===== src/assert_macros.svh =====
// Assertion helpers used by the RTL.
`ifndef ASSERT_MACROS_SVH
`define ASSERT_MACROS_SVH

// Implication checked on every rising clock edge outside reset.
`define RAU_ASSERT_IMP(label, clk, rst_n, ante, cons) \
  label: assert property (@(posedge clk) disable iff (!rst_n) (ante) |-> (cons)) \
    else $error("%m: check failed");

// Next-cycle implication.
`define RAU_ASSERT_NXT(label, clk, rst_n, ante, cons) \
  label: assert property (@(posedge clk) disable iff (!rst_n) (ante) |=> (cons)) \
    else $error("%m: check failed");

`endif


===== src/rau_pkg.sv =====
package rau_pkg;

  localparam int unsigned OperandWidthDef = 16;
  localparam int unsigned NumW = 33;
  localparam int unsigned DenW = 32;
  localparam int unsigned WkW  = 64;

  typedef enum logic [2:0] {
    OP_ADD = 3'd0,
    OP_MUL = 3'd1,
    OP_EQ  = 3'd2,
    OP_INC = 3'd3,
    OP_RED = 3'd4
  } op_e;

  // Start of a shift-add multiply.
  typedef struct packed {
    logic           start;
    logic [WkW-1:0] mcand;
    logic [WkW-1:0] mplier;
  } mul_req_t;

  // Start of a restoring division.
  typedef struct packed {
    logic           start;
    logic [WkW-1:0] dividend;
    logic [WkW-1:0] divisor;
  } div_req_t;

endpackage


===== src/rau_mul.sv =====
// Serial multiplier, one multiplier bit a cycle, result modulo 2^64.
module rau_mul (
  input  logic              clk_i,
  input  logic              rst_ni,
  input  rau_pkg::mul_req_t req_i,
  output logic              busy_o,
  output logic [63:0]       prod_o
);
  import rau_pkg::*;

  logic [WkW-1:0] acc_q, acc_d, mc_q, mc_d, mp_q, mp_d;
  logic [6:0]     cnt_q, cnt_d;

  always_comb begin
    acc_d = acc_q;
    mc_d  = mc_q;
    mp_d  = mp_q;
    cnt_d = cnt_q;
    if (req_i.start) begin
      acc_d = '0;
      mc_d  = req_i.mcand;
      mp_d  = req_i.mplier;
      cnt_d = 7'(WkW);
    end else if (cnt_q != '0) begin
      if (mp_q[0]) acc_d = acc_q + mc_q;
      mc_d  = {mc_q[WkW-2:0], 1'b0};
      mp_d  = {1'b0, mp_q[WkW-1:1]};
      // stop early once no multiplier bits remain
      cnt_d = (mp_d == '0) ? 7'd0 : cnt_q - 7'd1;
    end
  end

  always_ff @(posedge clk_i or negedge rst_ni) begin
    if (!rst_ni) begin
      cnt_q <= '0;
    end else begin
      cnt_q <= cnt_d;
    end
  end

  always_ff @(posedge clk_i) begin
    acc_q <= acc_d;
    mc_q  <= mc_d;
    mp_q  <= mp_d;
  end

  assign busy_o = (cnt_q != '0);
  assign prod_o = acc_q;
endmodule


===== src/rau_div.sv =====
// Restoring divider, one quotient bit a cycle over 64 bits.
module rau_div (
  input  logic              clk_i,
  input  logic              rst_ni,
  input  rau_pkg::div_req_t req_i,
  output logic              busy_o,
  output logic [63:0]       quot_o,
  output logic [63:0]       rem_o
);
  import rau_pkg::*;

  logic [WkW-1:0] rem_q, rem_d, quo_q, quo_d, dvs_q, dvs_d;
  logic [6:0]     cnt_q, cnt_d;
  logic [WkW:0]   trial;

  always_comb begin
    rem_d = rem_q;
    quo_d = quo_q;
    dvs_d = dvs_q;
    cnt_d = cnt_q;
    trial = '0;
    if (req_i.start) begin
      rem_d = '0;
      quo_d = req_i.dividend;
      dvs_d = req_i.divisor;
      cnt_d = 7'(WkW);
    end else if (cnt_q != '0) begin
      trial = {rem_q, quo_q[WkW-1]} - {1'b0, dvs_q};
      if (!trial[WkW]) begin
        rem_d = trial[WkW-1:0];
        quo_d = {quo_q[WkW-2:0], 1'b1};
      end else begin
        rem_d = {rem_q[WkW-2:0], quo_q[WkW-1]};
        quo_d = {quo_q[WkW-2:0], 1'b0};
      end
      cnt_d = cnt_q - 7'd1;
    end
  end

  always_ff @(posedge clk_i or negedge rst_ni) begin
    if (!rst_ni) begin
      cnt_q <= '0;
    end else begin
      cnt_q <= cnt_d;
    end
  end

  always_ff @(posedge clk_i) begin
    rem_q <= rem_d;
    quo_q <= quo_d;
    dvs_q <= dvs_d;
  end

  assign busy_o = (cnt_q != '0);
  assign quot_o = quo_q;
  assign rem_o  = rem_q;
endmodule


===== src/rational_arith_unit.sv =====
// Fraction arithmetic unit.
// Slave channel s_axis_*: one beat carries an opcode in tuser and two signed
// fractions a = a_num/a_den, b = b_num/b_den in tdata. Opcodes: add, multiply,
// exact compare, increment a, reduce a. Master channel m_axis_*: one beat
// per request with res_num, res_den and is_equal in tdata.
// Operands are sign extended from OPERAND_WIDTH bits. Add and multiply form
// products on a shared bit-serial multiplier: a start step, up to 64 shift
// steps and a hand-back step, fewer shift steps once the multiplier runs out
// of set bits. When numerator and denominator are both at least 1 the result
// is divided by their gcd on a shared restoring divider: a start step, 64
// steps and a hand-back step per division. The Euclid loop costs one division
// per step, then two more divisions finish the reduction.
// Compare and unused opcodes go straight to the output register; increment
// and reduce skip the multiplier. The time a reduction takes grows with the
// number of Euclid steps.
// One request is in flight at a time; s_axis_tready is high only when the
// unit is idle and the output register is empty, so a new request is not
// taken until the last result has been handed on. Reset empties the unit
// and the output register; when m_axis_tready is held low the result
// simply waits.
module rational_arith_unit #(
  parameter int unsigned OPERAND_WIDTH = rau_pkg::OperandWidthDef
) (
  input  logic         clk_i,
  input  logic         rst_ni,
  input  logic         s_axis_tvalid,
  output logic         s_axis_tready,
  // a_num, a_den, b_num, b_den (16 bits each, lowest first)
  input  logic [63:0]  s_axis_tdata,
  // req_type
  input  logic [2:0]   s_axis_tuser,
  output logic         m_axis_tvalid,
  input  logic         m_axis_tready,
  // res_num[32:0], res_den[64:33], is_equal[65], zero fill to 72 bits
  output logic [71:0]  m_axis_tdata
);
  import rau_pkg::*;

  localparam logic [3:0] S_IDLE = 4'd0;
  localparam logic [3:0] S_M1   = 4'd1;
  localparam logic [3:0] S_M2   = 4'd2;
  localparam logic [3:0] S_M3   = 4'd3;
  localparam logic [3:0] S_CHK  = 4'd4;
  localparam logic [3:0] S_G    = 4'd5;
  localparam logic [3:0] S_D1   = 4'd6;
  localparam logic [3:0] S_D2   = 4'd7;
  localparam logic [3:0] S_OUT  = 4'd8;
  localparam logic [3:0] S_WM   = 4'd9;
  localparam logic [3:0] S_WD   = 4'd10;

  logic [3:0]     st_q, st_d, ret_q, ret_d;
  logic [2:0]     op_q, op_d;
  logic [WkW-1:0] an_q, ad_q, bn_q, bd_q, an_d, ad_d, bn_d, bd_d;
  logic [WkW-1:0] rn_q, rd_q, rn_d, rd_d, gx_q, gy_q, gx_d, gy_d;
  logic           eq_q, eq_d;
  logic           ov_q, ov_d;
  logic [71:0]    od_q, od_d;
  mul_req_t       mreq;
  div_req_t       dreq;
  logic           mbusy, dbusy;
  logic [WkW-1:0] prod, quot, remd;
  logic           fire_in;

  function automatic logic [63:0] sext(input logic [15:0] v);
    logic [OPERAND_WIDTH-1:0] t;
    t = OPERAND_WIDTH'(v);
    return {{(64-OPERAND_WIDTH){t[OPERAND_WIDTH-1]}}, t};
  endfunction

  function automatic logic pos(input logic [63:0] v);
    return (v != '0) && !v[63];
  endfunction

  rau_mul u_mul (.clk_i, .rst_ni, .req_i(mreq), .busy_o(mbusy), .prod_o(prod));
  rau_div u_div (.clk_i, .rst_ni, .req_i(dreq), .busy_o(dbusy), .quot_o(quot),
                 .rem_o(remd));

  assign s_axis_tready = (st_q == S_IDLE) && !ov_q;
  assign fire_in       = s_axis_tvalid && s_axis_tready;
  assign m_axis_tvalid = ov_q;
  assign m_axis_tdata  = od_q;

  always_comb begin
    st_d = st_q; ret_d = ret_q; op_d = op_q;
    an_d = an_q; ad_d = ad_q; bn_d = bn_q; bd_d = bd_q;
    rn_d = rn_q; rd_d = rd_q; gx_d = gx_q; gy_d = gy_q;
    eq_d = eq_q; od_d = od_q;
    ov_d = ov_q && !m_axis_tready;
    mreq = '0;
    dreq = '0;
    unique case (st_q)
      S_IDLE: begin
        if (fire_in) begin
          op_d = s_axis_tuser;
          an_d = sext(s_axis_tdata[15:0]);
          ad_d = sext(s_axis_tdata[31:16]);
          bn_d = sext(s_axis_tdata[47:32]);
          bd_d = sext(s_axis_tdata[63:48]);
          rn_d = '0; rd_d = '0; eq_d = 1'b0;
          st_d = S_M1;
        end
      end
      S_M1: begin
        unique case (op_q)
          OP_ADD: begin
            mreq = '{start: 1'b1, mcand: an_q, mplier: bd_q};
            ret_d = S_M2; st_d = S_WM;
          end
          OP_MUL: begin
            mreq = '{start: 1'b1, mcand: an_q, mplier: bn_q};
            ret_d = S_M3; st_d = S_WM;
          end
          OP_INC: begin
            rn_d = an_q + ad_q; rd_d = ad_q; st_d = S_CHK;
          end
          OP_RED: begin
            rn_d = an_q; rd_d = ad_q; st_d = S_CHK;
          end
          OP_EQ: begin
            eq_d = (an_q == bn_q) && (ad_q == bd_q); st_d = S_OUT;
          end
          default: st_d = S_OUT;
        endcase
      end
      S_M2: begin
        rn_d = prod;
        mreq = '{start: 1'b1, mcand: bn_q, mplier: ad_q};
        ret_d = S_M3; st_d = S_WM;
      end
      S_M3: begin
        // product from the previous step is the numerator (or its second term)
        rn_d = (op_q == OP_ADD) ? rn_q + prod : prod;
        mreq = '{start: 1'b1, mcand: ad_q, mplier: bd_q};
        ret_d = S_CHK; st_d = S_WM;
      end
      S_CHK: begin
        if (op_q == OP_ADD || op_q == OP_MUL) rd_d = prod;
        if (pos(rn_d) && pos(rd_d)) begin
          gx_d = rn_d; gy_d = rd_d;
          st_d = S_G;
        end else begin
          st_d = S_OUT;
        end
      end
      S_G: begin
        if (gy_q == '0) begin
          dreq = '{start: 1'b1, dividend: rn_q, divisor: gx_q};
          ret_d = S_D1; st_d = S_WD;
        end else begin
          dreq = '{start: 1'b1, dividend: gx_q, divisor: gy_q};
          gx_d = gy_q;
          ret_d = S_G; st_d = S_WD;
        end
      end
      S_D1: begin
        rn_d = quot;
        dreq = '{start: 1'b1, dividend: rd_q, divisor: gx_q};
        ret_d = S_D2; st_d = S_WD;
      end
      S_D2: begin
        rd_d = quot;
        st_d = S_OUT;
      end
      S_OUT: begin
        if (!ov_d) begin
          od_d = {6'd0, eq_q, rd_q[DenW-1:0], rn_q[NumW-1:0]};
          ov_d = 1'b1;
          st_d = S_IDLE;
        end
      end
      S_WM: begin
        if (!mbusy) st_d = ret_q;
      end
      S_WD: begin
        if (!dbusy) begin
          if (ret_q == S_G) gy_d = remd;
          st_d = ret_q;
        end
      end
      default: st_d = S_IDLE;
    endcase
  end

  always_ff @(posedge clk_i or negedge rst_ni) begin
    if (!rst_ni) begin
      st_q <= S_IDLE;
      ret_q <= S_IDLE;
      ov_q <= 1'b0;
    end else begin
      st_q <= st_d;
      ret_q <= ret_d;
      ov_q <= ov_d;
    end
  end

  always_ff @(posedge clk_i) begin
    op_q <= op_d;
    an_q <= an_d; ad_q <= ad_d; bn_q <= bn_d; bd_q <= bd_d;
    rn_q <= rn_d; rd_q <= rd_d; gx_q <= gx_d; gy_q <= gy_d;
    eq_q <= eq_d; od_q <= od_d;
  end

`include "assert_macros.svh"
  `RAU_ASSERT_IMP(a_ready_idle, clk_i, rst_ni, s_axis_tready, st_q == S_IDLE)
  `RAU_ASSERT_NXT(a_out_hold, clk_i, rst_ni, m_axis_tvalid && !m_axis_tready,
                  m_axis_tvalid && $stable(m_axis_tdata))
  `RAU_ASSERT_IMP(a_not_both_busy, clk_i, rst_ni, mbusy, !dbusy)
endmodule


===== config.mk =====
export PLATFORM = sky130hd
export DESIGN_NAME = rational_arith_unit
export DESIGN_NICKNAME = d
export VERILOG_FILES = /design/src/rau_pkg.sv /design/src/rau_mul.sv /design/src/rau_div.sv /design/src/rational_arith_unit.sv
export VERILOG_INCLUDE_DIRS = /design/src /design/src/src
export SDC_FILE = /design/constraint.sdc
export NUM_CORES = 2
export LEC_CHECK = 0
export BUFFER_PORTS_ARGS = -buffer_cell sky130_fd_sc_hd__buf_2
export CAP_MARGIN = 20
export CORE_MARGIN = 2
export CORE_UTILIZATION = 57
export DETAILED_ROUTE_END_ITERATION = 8
export HOLD_SLACK_MARGIN = 0.15
export PLACE_DENSITY_LB_ADDON = 0.12
export SLEW_MARGIN = 20
export SYNTH_ARGS = -nofsm -noshare
export SYNTH_HDL_FRONTEND = slang
export SYNTH_HIERARCHICAL = 1
export SYNTH_SLANG_ARGS = --single-unit

===== constraint.sdc =====
create_clock -name clk_i -period 6.8 [get_ports clk_i]
set_input_delay 0.68 -clock clk_i [delete_from_list [all_inputs] [get_ports clk_i]]
set_output_delay 0.68 -clock clk_i [all_outputs]
set_load 0.005 [all_outputs]

==> summary.txt <==
Worst setup path
  • Category of cells accounting for the largest share of critical-path delay: simple AND/OR/NAND/NOR gates
  • Startpoint kind of the worst setup timing path: flip-flop
  • Largest stage delay, worst path: 0.75 ns
  • Arr. time, crit path: 5.04 ns
  • Slowest stage cell on the critical path: sky130_fd_sc_hd__nand2_4
  • Worst setup path category: flip-flop to flip-flop
  • Endpoint type of the worst setup path: flip-flop
  • Total buffers and inverters traversed by the critical path: 3
  • Highest net fanout along the worst path: 64
  • Series of cell instances along the critical path: nor2b_1 > nand2_1 > nor2_1 > buf_4 > nor2_1 > nand2_4 > inv_1 > nand2_4 > buf_4
  • Worst endpoint required time: 7.11 ns

Floorplanning
  • Number of rows created at floorplan: 106
  • Standard cell core area: 83690 sq um
  • I/O pins: 145
  • Initial core utilization: 57.65%
  • Die Outline Area: 86990 sq um
  • Vertical die dimension: 294.9 um
  • Width of the die: 294.9 um

Global routing
  • Largest net degree at the start of global routing: 145
  • First-pass GRT wire length: 224600 um
  • Antenna violations before repair: 1
  • Aggregate global-route resource usage: 33.50%
  • Via count of the first global-routing pass: 37120
  • Total congestion overflow: 0

Synth
  • Sequential cell area fraction in the yosys report: 46.66%
  • Share of synthesized flip-flops with an asynchronous set or reset: 2.764%
  • Number of cells produced by synthesis: 4910
  • Ys Warns: 6
  • Flop and latch count out of synthesis: 796
  • Post-synthesis area per instance: 9.826 sq um
  • Number of synthesized flops with an enable pin: 646
  • Top_reg_cell synth: sky130_fd_sc_hd__edfxtp_1
  • Count of distinct cell types in the synthesized netlist: 98
  • Post-synthesis cell area: 48250 sq um

Place
  • Count of buffers from port buffering: 138
  • Sum of net half-perimeters after detailed placement: 108600 um
  • Final weighted congestion of routability-driven global placement: 0.9363

Drt
  • Final routed wirelength across all metal layers: 148100 um
  • Via count: 39870
  • Number of detailed-route iterations in the first pass: 9
  • Count of nets left with antenna violations after detail routing: 0
  • Detailed-route DRC error count: 13
  • Via/cell ratio: 6.517
  • Number of DRC markers after the initial detailed-route iteration: 5212
  • Post-DR wirelength/cell: 24.21 um

STA
  • Fmax: 0.2112 GHz
  • Worst relative slew slack: 12.22%
  • Worst Clk Skew: 0.03570 ns
  • Total setup violations reported at the end of the flow: 0
  • Setup repair after global routing missed its margin: no
  • Fin Setup TNS: 0 ns
  • Post-route fraction of the period consumed by the critical path: 69.62%
  • Max-slew violation total from the final report: 0
  • Final hold violations: 0
  • Slew at the pin with the worst max-slew slack: 1.305 ns
  • Final min period: 4.734 ns

Clocking
  • Clk root buf: sky130_fd_sc_hd__clkbuf_16
  • Source-to-sink clock delay at the later pin of the worst-skew pair: 0.66 ns
  • CTS tree: yes
  • Clock-pin slew reported for the worst setup and hold paths after clock tree synthesis: 0.06 ns
  • Number of H-tree branching levels: 3
  • CTS resizes: 0
  • Number of buffers created by CTS: 87
  • Clock Sink Count: 796
  • Buffer depth of the longest clock path: 3

Job
  • MaxCap Viol Count: 0

Final layout
  • Fin nets: 5195
  • Fraction of layout instances using a drive strength above 1: 12.40%
  • N_diodes: 0
  • Relative area change from synthesis to final layout: 9.362%
  • Layout fillers: 6984

Power and ir drop
  • Power per cell area: 519.0 nW/um^2
  • Final total power: 27.38 mW
  • Leakage: 21.15 nW
  • Maximum VDD drop: 438.5 uV

Status
  • Run status: finished with violations
  • Violated checks: design-rule violations

Worst hold path
  • Class of the worst hold path: primary input to flip-flop
stage by stage:
stage | util, % | setup slack, ns | cells | hold slack, ns | cell area (sq um)
finish | 63.05 | 2.066 | 6118 | 0.1985 | 52760
global route | 63.05 | 1.739 | 6118 | 0.1602 | 52760
CTS | 63.02 | 2.107 | 6117 | 0.1628 | 52740
detailed placement | 59.54 | 2.114 | 5955 | 0.4304 | 49830
global placement | 59.54 | 2.240 | 5955 | 0.4365 | 49830
floorplan | - | 0.6431 | 4915 | 0.3844 | 48280
per-layer routing:
metal | track usage [%] | vias to the layer above | wire [um]
met5 | 0 | - | 22
met4 | 10.24 | 2 | 4646
met3 | 5.886 | 241 | 16750
met2 | 48.79 | 2155 | 62570
met1 | 50.78 | 19110 | 64150
li1 | - | 18370 | -
Yosys cell counts (34+ instances only):
library cell	n	area share [%]
sky130_fd_sc_hd__a211oi_1	38	0.59
sky130_fd_sc_hd__a21o_1	134	2.1
sky130_fd_sc_hd__a21oi_1	435	4.5
sky130_fd_sc_hd__a222oi_1	62	1.3
sky130_fd_sc_hd__a22oi_1	48	0.75
sky130_fd_sc_hd__and3_1	36	0.47
sky130_fd_sc_hd__clkbuf_1	239	1.9
sky130_fd_sc_hd__dfxtp_1	128	5.3
sky130_fd_sc_hd__edfxtp_1	646	40
sky130_fd_sc_hd__ha_1	208	5.4
sky130_fd_sc_hd__inv_1	163	1.3
sky130_fd_sc_hd__mux2_2	191	4.5
sky130_fd_sc_hd__mux2i_1	136	2.8
sky130_fd_sc_hd__nand2_1	794	6.2
sky130_fd_sc_hd__nand3_1	85	0.88
sky130_fd_sc_hd__nand4_1	86	1.1
sky130_fd_sc_hd__nor2_1	283	2.2
sky130_fd_sc_hd__nor3_1	58	0.60
sky130_fd_sc_hd__nor4_1	91	1.2
sky130_fd_sc_hd__o211ai_1	42	0.65
sky130_fd_sc_hd__o21ai_0	273	2.8
sky130_fd_sc_hd__o21bai_1	34	0.53
sky130_fd_sc_hd__xnor2_1	106	1.9
sky130_fd_sc_hd__xor2_1	88	1.6
final timing paths:
kind | start | end | slack (ns) | cells after the start
setup / recovery | st_q[0]$_DFFE_PN0P_ | u_mul/mc_q[0]$_SDFFCE_PN0P_ | 2.07 | 9
hold / removal | s_axis_tdata[32] | bn_q[0]$_DFFE_PP_ | 0.20 | 1
setup reg to reg | st_q[0]$_DFFE_PN0P_ | u_mul/mc_q[0]$_SDFFCE_PN0P_ | 2.07 | 9
hold reg to reg | eq_q$_SDFFCE_PN0P_ | m_axis_tdata[65]$_DFFE_PP_ | 0.44 | 0
max in group asynchronous | rst_ni | ret_q[0]$_DFFE_PN0P_ | 5.79 | 2
min in group asynchronous | rst_ni | u_mul/cnt_q[4]$_DFFE_PN0P_ | 0.58 | 2
area by class of cell:
type	count	area [sq um]	area share, %
Multi-Input combinational cell	3675	24210	45.88
Sequential cell	796	22510	42.66
Clock buffer	104	2281	4.323
Tap cell	1134	1419	2.689
Timing Repair Buffer	188	1106	2.096
Clock inverter	57	619.3	1.174
Inverter	164	618.1	1.171
cell families after synthesis:
group	Yosys count	share of synthesized area [%]
other	1	0.007772
DFF	796	46.66
and+or+nand+nor	1594	14.94
AOI/OAI and AO/OA	1340	18.36
buffers and inverters	444	3.618
xor gates and xnor gates	195	3.555
adders and majority gates	212	5.560
muxes	328	7.303
state kept, by name (all words and copies together), names as in the netlist, 64 cells and up:
| signal | flops |
|---|---|
| m_axis_tdata | 66 |
| gx_q | 64 |
| gy_q | 64 |
| rd_q | 64 |
| rn_q | 64 |
| u_div/dvs_q | 64 |
| u_div/quot_o | 64 |
| u_div/rem_o | 64 |
| u_mul/mc_q | 64 |
| u_mul/mp_q | 64 |
| u_mul/prod_o | 64 |
where the power goes:
part	switching (mW)	internal [mW]	leakage, nW
Clock	2.04	2.76	1.40
Combinational	7.77	5.17	11.9
Sequential	2.18	7.46	7.84
timing repair:
item | CTS | global route
hold buffers | 1 | 0
setup endpoints to repair | 0 | 0
endpoints found under the hold margin | 22 | 0
setup buffers | 0 | 0
layout by cell type (no fill, tap or decap), types with 88 or more instances in the layout:
cell type and count:
sky130_fd_sc_hd__xnor2_1 105, sky130_fd_sc_hd__inv_1 161, sky130_fd_sc_hd__o21ai_0 273, sky130_fd_sc_hd__nor2_1 277, sky130_fd_sc_hd__edfxtp_1 646, sky130_fd_sc_hd__a21o_1 134
sky130_fd_sc_hd__dfxtp_1 128, sky130_fd_sc_hd__mux2i_1 136, sky130_fd_sc_hd__a21oi_1 434, sky130_fd_sc_hd__mux2_2 191, sky130_fd_sc_hd__nand2_1 786, sky130_fd_sc_hd__xor2_1 88
sky130_fd_sc_hd__nor4_1 90, sky130_fd_sc_hd__ha_1 208, sky130_fd_sc_hd__buf_2 138
worst register-to-register path, stage by stage (launching register included):
cell and delay (ns):
sky130_fd_sc_hd__dfrtp_1 0.66, sky130_fd_sc_hd__nor2b_1 0.51, sky130_fd_sc_hd__nand2_1 0.45, sky130_fd_sc_hd__nor2_1 0.20, sky130_fd_sc_hd__buf_4 0.28, sky130_fd_sc_hd__nor2_1 0.13
sky130_fd_sc_hd__nand2_4 0.39, sky130_fd_sc_hd__inv_1 0.47, sky130_fd_sc_hd__nand2_4 0.76, sky130_fd_sc_hd__buf_4 0.52
Power figures use the tool's default switching activity.
